[src/hw/rtl/rbu_pkg.sv]
`timescale 1ns / 1ps
// ---------------------------------------------------------------------------
// RLE byte unpacker package
// Widths, constants and controller/datapath types of the unpacker.
// ---------------------------------------------------------------------------
package rbu_pkg;

	localparam int unsigned BYTES_PER_RESULT_DEF = 4;
	localparam int unsigned BYTE_W   = 8;
	localparam int unsigned OUT_BYTES = 4;
	localparam int unsigned DATA_W   = BYTE_W * OUT_BYTES;
	localparam int unsigned COUNT_W  = 3;
	localparam int unsigned LEN_W    = 24;
	localparam int unsigned PROD_W   = 25;
	localparam int unsigned RUN_W    = 8;
	localparam int unsigned REPEAT_BASE = 257;

	typedef enum logic [1:0] {
		ST_TOKEN   = 2'd0,
		ST_FILL    = 2'd1,
		ST_LITERAL = 2'd2,
		ST_EXPAND  = 2'd3
	} rbu_state_t;

	typedef struct packed {
		logic load_token;
		logic load_fill;
		logic emit_literal;
		logic emit_chunk;
	} rbu_cmd_t;

	typedef struct packed {
		logic len_zero;
		logic out_free;
		logic is_repeat;
		logic lit_last;
		logic chunk_last;
	} rbu_sts_t;

endpackage

[src/hw/rtl/rbu_byte_if.sv]
`timescale 1ns / 1ps
// ---------------------------------------------------------------------------
// Packed byte channel
// Valid/ready channel carrying one byte of the packed stream.
// ---------------------------------------------------------------------------
interface rbu_byte_if import rbu_pkg::*; ();
	logic              valid;
	logic              ready;
	logic [BYTE_W-1:0] in_byte;

	modport source (output valid, output in_byte, input ready);
	modport sink (input valid, input in_byte, output ready);
endinterface

[src/hw/rtl/rbu_word_if.sv]
`timescale 1ns / 1ps
// ---------------------------------------------------------------------------
// Decoded word channel
// Valid/ready channel carrying up to four decoded bytes and their flags.
// ---------------------------------------------------------------------------
interface rbu_word_if import rbu_pkg::*; ();
	logic               valid;
	logic               ready;
	logic [DATA_W-1:0]  out_data;
	logic [COUNT_W-1:0] out_count;
	logic               last_of_run;
	logic               frame_done;

	modport source (output valid, output out_data, output out_count, output last_of_run,
		output frame_done, input ready);
	modport sink (input valid, input out_data, input out_count, input last_of_run,
		input frame_done, output ready);
endinterface

[src/hw/rtl/rbu_cfg_if.sv]
`timescale 1ns / 1ps
// ---------------------------------------------------------------------------
// Configuration write channel
// Valid/ready channel that writes the frame length register.
// ---------------------------------------------------------------------------
interface rbu_cfg_if import rbu_pkg::*; ();
	logic             valid;
	logic             ready;
	logic [LEN_W-1:0] frame_length;

	modport source (output valid, output frame_length, input ready);
	modport sink (input valid, input frame_length, output ready);
endinterface

[src/hw/rtl/rbu_ctrl.sv]
`timescale 1ns / 1ps
// ---------------------------------------------------------------------------
// RLE byte unpacker controller
// Tracks the decode phase and issues load and emit commands to the datapath.
// ---------------------------------------------------------------------------
module rbu_ctrl import rbu_pkg::*; (
	input  logic     clk,
	input  logic     arst_n,
	input  logic     in_valid,
	output logic     in_ready,
	input  rbu_sts_t sts,
	output rbu_cmd_t cmd
);

	rbu_state_t state_q;
	rbu_state_t state_next;
	logic       take;

	always_ff @(posedge clk or negedge arst_n) begin
		if (!arst_n) begin
			state_q <= ST_TOKEN;
		end else begin
			state_q <= state_next;
		end
	end

	// A zero frame length drops every byte without touching the phase.
	assign take = in_valid && in_ready && !sts.len_zero;

	always_comb begin
		state_next = state_q;
		case (state_q)
			ST_TOKEN: begin
				if (take) begin
					state_next = sts.is_repeat ? ST_FILL : ST_LITERAL;
				end
			end
			ST_FILL: begin
				if (take) begin
					state_next = ST_EXPAND;
				end
			end
			ST_LITERAL: begin
				if (take && sts.lit_last) begin
					state_next = ST_TOKEN;
				end
			end
			ST_EXPAND: begin
				if (sts.out_free && sts.chunk_last) begin
					state_next = ST_TOKEN;
				end
			end
			default: begin
				state_next = ST_TOKEN;
			end
		endcase
	end

	always_comb begin
		in_ready = sts.len_zero;
		cmd      = '0;
		case (state_q)
			ST_TOKEN: begin
				in_ready       = 1'b1;
				cmd.load_token = take;
			end
			ST_FILL: begin
				in_ready      = 1'b1;
				cmd.load_fill = take;
			end
			ST_LITERAL: begin
				in_ready         = sts.len_zero || sts.out_free;
				cmd.emit_literal = take;
			end
			ST_EXPAND: begin
				cmd.emit_chunk = sts.out_free;
			end
			default: begin
				in_ready = sts.len_zero;
			end
		endcase
	end

endmodule

[src/hw/rtl/rbu_datapath.sv]
`timescale 1ns / 1ps
// ---------------------------------------------------------------------------
// RLE byte unpacker datapath
// Run and literal counters, frame byte counter, and the output register.
// ---------------------------------------------------------------------------
module rbu_datapath import rbu_pkg::*; #(
	parameter int unsigned BYTES_PER_RESULT = BYTES_PER_RESULT_DEF
) (
	input  logic              clk,
	input  logic              arst_n,
	input  logic [BYTE_W-1:0] in_byte,
	input  rbu_cmd_t          cmd,
	output rbu_sts_t          sts,
	rbu_cfg_if.sink           cfg,
	rbu_word_if.source        decoded
);

	localparam logic [RUN_W-1:0] ChunkMax = RUN_W'(BYTES_PER_RESULT);

	logic [LEN_W-1:0]   frame_length_q;
	logic [PROD_W-1:0]  produced_q;
	logic [RUN_W-1:0]   left_q;
	logic [RUN_W-1:0]   lit_q;
	logic               done_q;
	logic [BYTE_W-1:0]  fill_byte_q;
	logic               out_valid_q;
	logic [DATA_W-1:0]  out_data_q;
	logic [COUNT_W-1:0] out_count_q;
	logic               last_q;
	logic               frame_done_q;

	logic [RUN_W-1:0]   chunk_n;
	logic [RUN_W-1:0]   left_rem;
	logic [DATA_W-1:0]  chunk_data;
	logic [RUN_W-1:0]   addend;
	logic [PROD_W-1:0]  sum;
	logic               reached;
	logic [RUN_W-1:0]   lit_next;
	logic [RUN_W:0]     repeat_wide;
	logic               out_free;

	assign out_free = !out_valid_q || decoded.ready;

	assign chunk_n  = (left_q < ChunkMax) ? left_q : ChunkMax;
	assign left_rem = left_q - chunk_n;

	always_comb begin
		chunk_data = '0;
		for (int i = 0; i < OUT_BYTES; i++) begin
			if (RUN_W'(i) < chunk_n) begin
				chunk_data[BYTE_W*i +: BYTE_W] = fill_byte_q;
			end
		end
	end

	// One adder serves both the run total and a single literal byte.
	assign addend   = cmd.load_fill ? left_q : RUN_W'(1);
	assign sum      = produced_q + PROD_W'(addend);
	assign reached  = sum >= PROD_W'(frame_length_q);
	assign lit_next = (lit_q != '0) ? lit_q - RUN_W'(1) : '0;

	assign repeat_wide = (RUN_W + 1)'(REPEAT_BASE) - {1'b0, in_byte};

	assign sts.len_zero   = (frame_length_q == '0);
	assign sts.out_free   = out_free;
	assign sts.is_repeat  = in_byte[BYTE_W-1];
	assign sts.lit_last   = (lit_next == '0);
	assign sts.chunk_last = (left_rem == '0);

	assign cfg.ready = 1'b1;

	always_ff @(posedge clk or negedge arst_n) begin
		if (!arst_n) begin
			frame_length_q <= '0;
			produced_q     <= '0;
			left_q         <= '0;
			lit_q          <= '0;
			done_q         <= 1'b0;
			out_valid_q    <= 1'b0;
		end else begin
			if (cfg.valid) begin
				frame_length_q <= cfg.frame_length;
			end
			if (cmd.load_token) begin
				if (in_byte[BYTE_W-1]) begin
					left_q <= repeat_wide[RUN_W-1:0];
				end else begin
					lit_q <= RUN_W'(in_byte) + RUN_W'(1);
				end
			end
			if (cmd.load_fill) begin
				done_q     <= reached;
				produced_q <= reached ? '0 : sum;
			end
			if (cmd.emit_literal) begin
				lit_q      <= lit_next;
				produced_q <= (sts.lit_last && reached) ? '0 : sum;
			end
			if (cmd.emit_chunk) begin
				left_q <= left_rem;
			end
			if (cmd.emit_literal || cmd.emit_chunk) begin
				out_valid_q <= 1'b1;
			end else if (decoded.ready) begin
				out_valid_q <= 1'b0;
			end
		end
	end

	always_ff @(posedge clk) begin
		if (cmd.load_fill) begin
			fill_byte_q <= in_byte;
		end
		if (cmd.emit_literal) begin
			out_data_q   <= DATA_W'(in_byte);
			out_count_q  <= COUNT_W'(1);
			last_q       <= 1'b1;
			frame_done_q <= sts.lit_last && reached;
		end else if (cmd.emit_chunk) begin
			out_data_q   <= chunk_data;
			out_count_q  <= chunk_n[COUNT_W-1:0];
			last_q       <= (left_rem == '0);
			frame_done_q <= (left_rem == '0) && done_q;
		end
	end

	assign decoded.valid       = out_valid_q;
	assign decoded.out_data    = out_data_q;
	assign decoded.out_count   = out_count_q;
	assign decoded.last_of_run = last_q;
	assign decoded.frame_done  = frame_done_q;

endmodule

[src/hw/rtl/rle_byte_unpacker_top.sv]
`timescale 1ns / 1ps
// ---------------------------------------------------------------------------
// RLE byte unpacker
// PackBits-style run-length decoder with packed multi-byte results.
// ---------------------------------------------------------------------------
// Token bytes are taken at one per cycle, and literal bytes likewise while
// the output register is free; a literal yields a one-byte result in the
// output register, which is refilled in the same cycle that its current
// result is taken. Once the fill byte is loaded, the run is expanded at one
// result per cycle, ceil(copies / BYTES_PER_RESULT) results, paced by output
// ready; the input is held off during expansion. With a frame length of zero
// every byte is accepted and dropped. Configuration writes are always taken.
module rle_byte_unpacker_top import rbu_pkg::*; #(
	parameter int unsigned BYTES_PER_RESULT = BYTES_PER_RESULT_DEF
) (
	input logic      clk,
	input logic      arst_n,
	rbu_byte_if.sink   packed_stream,
	rbu_word_if.source decoded,
	rbu_cfg_if.sink    cfg
);

	rbu_cmd_t cmd;
	rbu_sts_t sts;
	logic     in_ready;

	assign packed_stream.ready = in_ready;

	rbu_ctrl u_ctrl (
		.clk      (clk),
		.arst_n   (arst_n),
		.in_valid (packed_stream.valid),
		.in_ready (in_ready),
		.sts      (sts),
		.cmd      (cmd)
	);

	rbu_datapath #(
		.BYTES_PER_RESULT (BYTES_PER_RESULT)
	) u_datapath (
		.clk     (clk),
		.arst_n  (arst_n),
		.in_byte (packed_stream.in_byte),
		.cmd     (cmd),
		.sts     (sts),
		.cfg     (cfg),
		.decoded (decoded)
	);

endmodule

[src/flat_wrapper.sv]
// flat-port wrapper written by rule: the top's interface ports become plain ports
module rle_byte_unpacker_top_flat import rbu_pkg::*;
#(
	parameter int unsigned BYTES_PER_RESULT = BYTES_PER_RESULT_DEF
)
  (clk, arst_n, packed_stream_valid, packed_stream_in_byte, packed_stream_ready, decoded_valid, decoded_out_data, decoded_out_count, decoded_last_of_run, decoded_frame_done, decoded_ready, cfg_valid, cfg_frame_length, cfg_ready);
  rbu_byte_if packed_stream_i ();
  rbu_word_if decoded_i ();
  rbu_cfg_if cfg_i ();
  input logic clk;
  input logic arst_n;
  input wire logic [$bits(packed_stream_i.valid)-1:0] packed_stream_valid;
  input wire logic [$bits(packed_stream_i.in_byte)-1:0] packed_stream_in_byte;
  output wire logic [$bits(packed_stream_i.ready)-1:0] packed_stream_ready;
  output wire logic [$bits(decoded_i.valid)-1:0] decoded_valid;
  output wire logic [$bits(decoded_i.out_data)-1:0] decoded_out_data;
  output wire logic [$bits(decoded_i.out_count)-1:0] decoded_out_count;
  output wire logic [$bits(decoded_i.last_of_run)-1:0] decoded_last_of_run;
  output wire logic [$bits(decoded_i.frame_done)-1:0] decoded_frame_done;
  input wire logic [$bits(decoded_i.ready)-1:0] decoded_ready;
  input wire logic [$bits(cfg_i.valid)-1:0] cfg_valid;
  input wire logic [$bits(cfg_i.frame_length)-1:0] cfg_frame_length;
  output wire logic [$bits(cfg_i.ready)-1:0] cfg_ready;
  assign packed_stream_i.valid = packed_stream_valid;
  assign packed_stream_i.in_byte = packed_stream_in_byte;
  assign packed_stream_ready = packed_stream_i.ready;
  assign decoded_valid = decoded_i.valid;
  assign decoded_out_data = decoded_i.out_data;
  assign decoded_out_count = decoded_i.out_count;
  assign decoded_last_of_run = decoded_i.last_of_run;
  assign decoded_frame_done = decoded_i.frame_done;
  assign decoded_i.ready = decoded_ready;
  assign cfg_i.valid = cfg_valid;
  assign cfg_i.frame_length = cfg_frame_length;
  assign cfg_ready = cfg_i.ready;
  rle_byte_unpacker_top #(.BYTES_PER_RESULT(BYTES_PER_RESULT)) u_core (.clk(clk), .arst_n(arst_n), .packed_stream(packed_stream_i), .decoded(decoded_i), .cfg(cfg_i));
endmodule
[config.mk]
export PLATFORM = sky130hd
export DESIGN_NAME = rle_byte_unpacker_top_flat
export DESIGN_NICKNAME = d
export VERILOG_FILES = /design/src/hw/rtl/rbu_pkg.sv /design/src/hw/rtl/rbu_byte_if.sv /design/src/hw/rtl/rbu_word_if.sv /design/src/hw/rtl/rbu_cfg_if.sv /design/src/hw/rtl/rbu_ctrl.sv /design/src/hw/rtl/rbu_datapath.sv /design/src/hw/rtl/rle_byte_unpacker_top.sv /design/src/flat_wrapper.sv
export SDC_FILE = /design/constraint.sdc
export NUM_CORES = 1
export LEC_CHECK = 0
export ABC_AREA = 1
export BUFFER_PORTS_ARGS = -buffer_cell sky130_fd_sc_hd__buf_2
export CAP_MARGIN = 20
export CORE_AREA = 2 2 108 110
export DETAILED_ROUTE_END_ITERATION = 10
export DIE_AREA = 0 0 110 112
export PLACE_DENSITY = 0.84
export SKIP_LAST_GASP = 1
export SLEW_MARGIN = 40
export SYNTH_ARGS = -nofsm -noshare
export SYNTH_HDL_FRONTEND = slang
export SYNTH_SLANG_ARGS = --single-unit
export TNS_END_PERCENT = 10
[constraint.sdc]
create_clock -name clk -period 7.9 [get_ports clk]
set_input_delay 1.185 -clock clk [delete_from_list [all_inputs] [get_ports clk]]
set_output_delay 1.185 -clock clk [all_outputs]
set_load 0.01 [all_outputs]
==> impl_metrics.json <==
{
  "outcome": "finished, final reports clean",
  "report.final.setup_viol": 0,
  "r2r_slack_ns": 3.14,
  "nets": 1105,
  "r2r-start": "u_core.u_datapath.frame_length_q[21]",
  "cp_bufs_invs": 3,
  "period_minus_slack_ns": 4.88,
  "clock-sinks": 114,
  "n_antenna_cell": 0,
  "max_clock_freq_mhz": 205,
  "route.vias.total": 6463,
  "number_of_global_route_vias_before_repair": 6172,
  "mappedNetlistArea_um2": 6980,
  "synth_warnings": 0,
  "gp_congestion": 0.942,
  "worstPathCellList": "buf_2, nand2_1, nor2_2, nand2_1, fa_1, inv_1, nand3_1, nand2_1, nand2_1, a21boi_0, nand3_1, nand2_1, inv_1, ha_1, nand4_1, nor3_1, o21ai_0, nand2_1, nand2_1, nand2_2, nand2_4, nand2_1, nand2_1",
  "critPathMaxStageDelay_ns": 0.50,
  "grt_overflow": 0,
  "cts-hold-fix-buffers": 0,
  "detail_route.first_pass.iterations": 5,
  "power.static_leakage_nw": 4.39,
  "cts.repair_timing.setup_buffer_count": 0,
  "crit_path_start_kind": "input pin",
  "cts-buffers-inserted": 17,
  "finalMaxSlewViolations": 0,
  "io-pin-count": 77,
  "worstMarginPinSlew_ns": 0.716,
  "setup_repair_after_global_routing_missed_its_margin": "no",
  "synth_cells": 956,
  "timing.hold.worst.start": "u_core.u_datapath.decoded.out_data[23]",
  "grt_first_pass_wirelength_um": 28300,
  "core_um2": 11200,
  "met1_usage_pct": 34.8,
  "final.period_utilization_pct": 61.8,
  "num_rows": 39,
  "finalCoreUtilization_pct": 71.7,
  "clock_latency_ns": 0.42,
  "viasPerCell": 5.45,
  "drcViolationCount": 0,
  "clock_tree_from_tritoncts": "done",
  "stdcell_count": 1186,
  "top_usage_layer": "met2",
  "fin_setup_tns_ns": 0,
  "synthArstFlopShare_pct": 60.5,
  "synthToLayoutAreaGrowth_pct": 14.8,
  "min_to": "u_core.u_datapath.decoded.out_data[23]",
  "synth_area_per_cell_um2": 7.30,
  "max_cap_viol_count": 0,
  "capture_point_of_the_worst_reg_to_reg_path": "u_core.u_datapath.produced_q[16]",
  "number_of_synthesized_flops_with_an_enable_pin": 17,
  "seq_area_frac_synth_pct": 40.1,
  "globalRouteTotalUtil_pct": 29.3,
  "required_ns": 8.20,
  "worst_ir_drop_vdd_mv": 0.231,
  "cts.path.max_buffers": 2,
  "postRouteWirelength_um": 16800,
  "detail_route.iter0.violations": 538,
  "pin_count_of_the_biggest_net_entering_global_routing": 70,
  "dp_cells": 1154,
  "worstSetupEndpointType": "flop",
  "ys_ff_latch": 114,
  "synthFlopType": "sky130_fd_sc_hd__dfrtp_1",
  "die-area_um2": 12300,
  "power_density_nw_per_um2": 289,
  "worst_slew_margin_rel_pct": 52.3,
  "floorplan.initialDensity_pct": 62.4,
  "nFillCells": 871,
  "hold_path_class": "reg -> reg",
  "initial_antenna_violation_count": 0,
  "cp_max_fo": 25,
  "clockRootBuffer": "sky130_fd_sc_hd__clkbuf_16",
  "critPathArrivalTime_ns": 5.19,
  "cpLargestDelayFamily": "simple AND/OR/NAND/NOR gates",
  "layout-drive-gt1-share_pct": 15.1,
  "io_buffers": 75,
  "floorplan.die.width_um": 110,
  "dp.final_hpwl_um": 11900,
  "cts-htree-levels": 4,
  "min_path_cells": 2,
  "critical_path.slowest_cell": "sky130_fd_sc_hd__nor2_2",
  "use_met2_pct": 50.3,
  "critPathKind": "in -> reg",
  "synthDistinctLibCells": 45,
  "floorplan.die.height_um": 112,
  "detail_route.wl_per_cell_um": 14.1,
  "clock_transition_at_the_registers_of_the_reported_paths_ns": 0.06,
  "finalHoldViolCount": 0,
  "met3_usage_pct": 6.21,
  "resized_after_cts": 0,
  "critPathMostFrequentCell": "sky130_fd_sc_hd__nand2_1",
  "skew_ns": 0.00610,
  "r2r.worst_path.cells": 26,
  "ant_nets": 0
}
cell type report:
class / instances / area [um2] / share of cell area [%]
Sequential cell: 114 / 2800 / 34.9
Clock buffer: 21 / 514 / 6.42
Clock inverter: 11 / 87.6 / 1.09
Multi-Input combinational cell: 671 / 3470 / 43.4
Tap cell: 143 / 179 / 2.23
Inverter: 148 / 556 / 6.94
Timing Repair Buffer: 78 / 402 / 5.01
cells in the mapped netlist, types with 2 or more instances:
master	instances	area, um2
sky130_fd_sc_hd__nand2_2	26	163
sky130_fd_sc_hd__dfrtp_1	69	1730
sky130_fd_sc_hd__nor2_2	4	25.0
sky130_fd_sc_hd__nand3b_1	2	15.0
sky130_fd_sc_hd__dfxtp_1	28	561
sky130_fd_sc_hd__inv_1	143	537
sky130_fd_sc_hd__o21bai_1	2	15.0
sky130_fd_sc_hd__a21oi_1	50	250
sky130_fd_sc_hd__nand2_1	238	893
sky130_fd_sc_hd__xnor2_1	4	35.0
sky130_fd_sc_hd__ha_1	37	463
sky130_fd_sc_hd__nor3_1	23	115
sky130_fd_sc_hd__nand4_1	21	131
sky130_fd_sc_hd__o21ai_0	70	350
sky130_fd_sc_hd__nor2_1	98	368
sky130_fd_sc_hd__buf_2	7	35.0
sky130_fd_sc_hd__o21ai_2	2	17.5
sky130_fd_sc_hd__or2_2	3	18.8
sky130_fd_sc_hd__o21ai_1	2	10.0
sky130_fd_sc_hd__xor2_1	19	166
sky130_fd_sc_hd__nor3_2	3	30.0
sky130_fd_sc_hd__nand3_2	2	20.0
sky130_fd_sc_hd__clkbuf_1	10	37.5
sky130_fd_sc_hd__edfxtp_1	17	510
sky130_fd_sc_hd__inv_2	4	15.0
sky130_fd_sc_hd__nand3_1	49	245
sky130_fd_sc_hd__a22oi_1	2	15.0
sky130_fd_sc_hd__buf_4	3	22.5
sky130_fd_sc_hd__o21a_1	2	15.0
registers in the layout (all words and copies together), names as in the netlist:
name,count
u_core.u_ctrl.state_q,2
u_core.u_datapath.decoded.frame_done,1
u_core.u_datapath.decoded.last_of_run,1
u_core.u_datapath.decoded.out_count,3
u_core.u_datapath.decoded.out_data,32
u_core.u_datapath.decoded.valid,1
u_core.u_datapath.done_q,1
u_core.u_datapath.fill_byte_q,8
u_core.u_datapath.frame_length_q,24
u_core.u_datapath.left_q,8
u_core.u_datapath.lit_q,8
u_core.u_datapath.produced_q,25
where the power goes:
group	leakage [nW]	internal (mW)	switching [mW]
Clock	0.302	0.470	0.292
Sequential	1.27	0.725	0.0846
Combinational	2.82	0.247	0.496
Total	4.39	1.44	0.873
cells by family (layout without fill, tap and decap cells):
family          Yosys count  in the layout  synth area share [%]
compound gates          136            136                  10.5
xor+xnor                 23             23                  2.89
fa+ha+maj                38             38                  6.92
buf+inv                 172            258                  10.2
flops                   114            114                  40.1
other cells               1              2                0.0538
simple gates            472            472                  29.4
worst reg2reg max path: stages (launching register included):
cell	delay, ns
sky130_fd_sc_hd__dfrtp_1	0.35
sky130_fd_sc_hd__inv_1	0.08
sky130_fd_sc_hd__nand4_1	0.09
sky130_fd_sc_hd__nor2_1	0.06
sky130_fd_sc_hd__nand3_1	0.12
sky130_fd_sc_hd__nand2_1	0.10
sky130_fd_sc_hd__nor2_2	0.50
sky130_fd_sc_hd__nand2_1	0.21
sky130_fd_sc_hd__fa_1	0.48
sky130_fd_sc_hd__inv_1	0.13
sky130_fd_sc_hd__nand3_1	0.08
sky130_fd_sc_hd__nand2_1	0.13
sky130_fd_sc_hd__nand2_1	0.12
sky130_fd_sc_hd__a21boi_0	0.50
sky130_fd_sc_hd__nand3_1	0.13
sky130_fd_sc_hd__nand2_1	0.15
sky130_fd_sc_hd__inv_1	0.06
sky130_fd_sc_hd__ha_1	0.31
sky130_fd_sc_hd__nand4_1	0.11
sky130_fd_sc_hd__nor3_1	0.16
sky130_fd_sc_hd__o21ai_0	0.11
sky130_fd_sc_hd__nand2_1	0.07
sky130_fd_sc_hd__nand2_1	0.05
sky130_fd_sc_hd__nand2_2	0.12
sky130_fd_sc_hd__nand2_4	0.21
sky130_fd_sc_hd__nand2_1	0.16
sky130_fd_sc_hd__nand2_1	0.07
worst max-delay path by stage:
stage | start | endpoint | slack (ns) | cells after the start
after floorplan | packed_stream_valid | u_core.u_datapath.produced_q[10] | 3.30 | 27
after global placement | packed_stream_valid | u_core.u_datapath.produced_q[11] | 2.53 | 25
after detailed placement | packed_stream_valid | u_core.u_datapath.produced_q[16] | 2.43 | 27
after CTS | packed_stream_valid | u_core.u_datapath.produced_q[16] | 2.77 | 27
after global routing | packed_stream_valid | u_core.u_datapath.produced_q[16] | 2.63 | 27
final | packed_stream_valid | u_core.u_datapath.produced_q[16] | 3.02 | 23
metrics by stage:
step	worst slack, ns	hold WS, ns	cell area, um2	power [mW]
2_1_floorplan	3.30	0.449	6980	1.34
3_3_place_gp	2.53	0.428	7400	1.51
3_5_place_dp	2.43	0.435	7400	1.54
4_1_cts	2.77	0.449	8010	2.31
5_1_grt	2.63	0.475	8010	2.47
6_report	3.02	0.447	8010	2.31
cell usage in the layout, fill, tap and decap left out, types with 4 or more instances in the layout:
cell type                   instances
sky130_fd_sc_hd__o21ai_0           70
sky130_fd_sc_hd__dfxtp_1           28
sky130_fd_sc_hd__nand4_1           21
sky130_fd_sc_hd__nor2_2             5
sky130_fd_sc_hd__dfrtp_1           69
sky130_fd_sc_hd__buf_2             75
sky130_fd_sc_hd__ha_1              37
sky130_fd_sc_hd__a21oi_1           50
sky130_fd_sc_hd__nor3_1            23
sky130_fd_sc_hd__inv_1            142
sky130_fd_sc_hd__nand2_1          238
sky130_fd_sc_hd__nand2_2           26
sky130_fd_sc_hd__nand3_1           49
sky130_fd_sc_hd__xor2_1            19
sky130_fd_sc_hd__xnor2_1            4
sky130_fd_sc_hd__clkinv_4           5
sky130_fd_sc_hd__edfxtp_1          17
sky130_fd_sc_hd__nor2_1            97
sky130_fd_sc_hd__clkbuf_16         20
sky130_fd_sc_hd__inv_2              5
routing by layer:
layer | vias to the layer above | wire length (um)
li1 | 3202 | -
met1 | 2970 | 6770
met2 | 243 | 8520
met3 | 48 | 935
met4 | 0 | 535
met5 | - | 0
No activity file was read; power rests on OpenSTA's default activity.
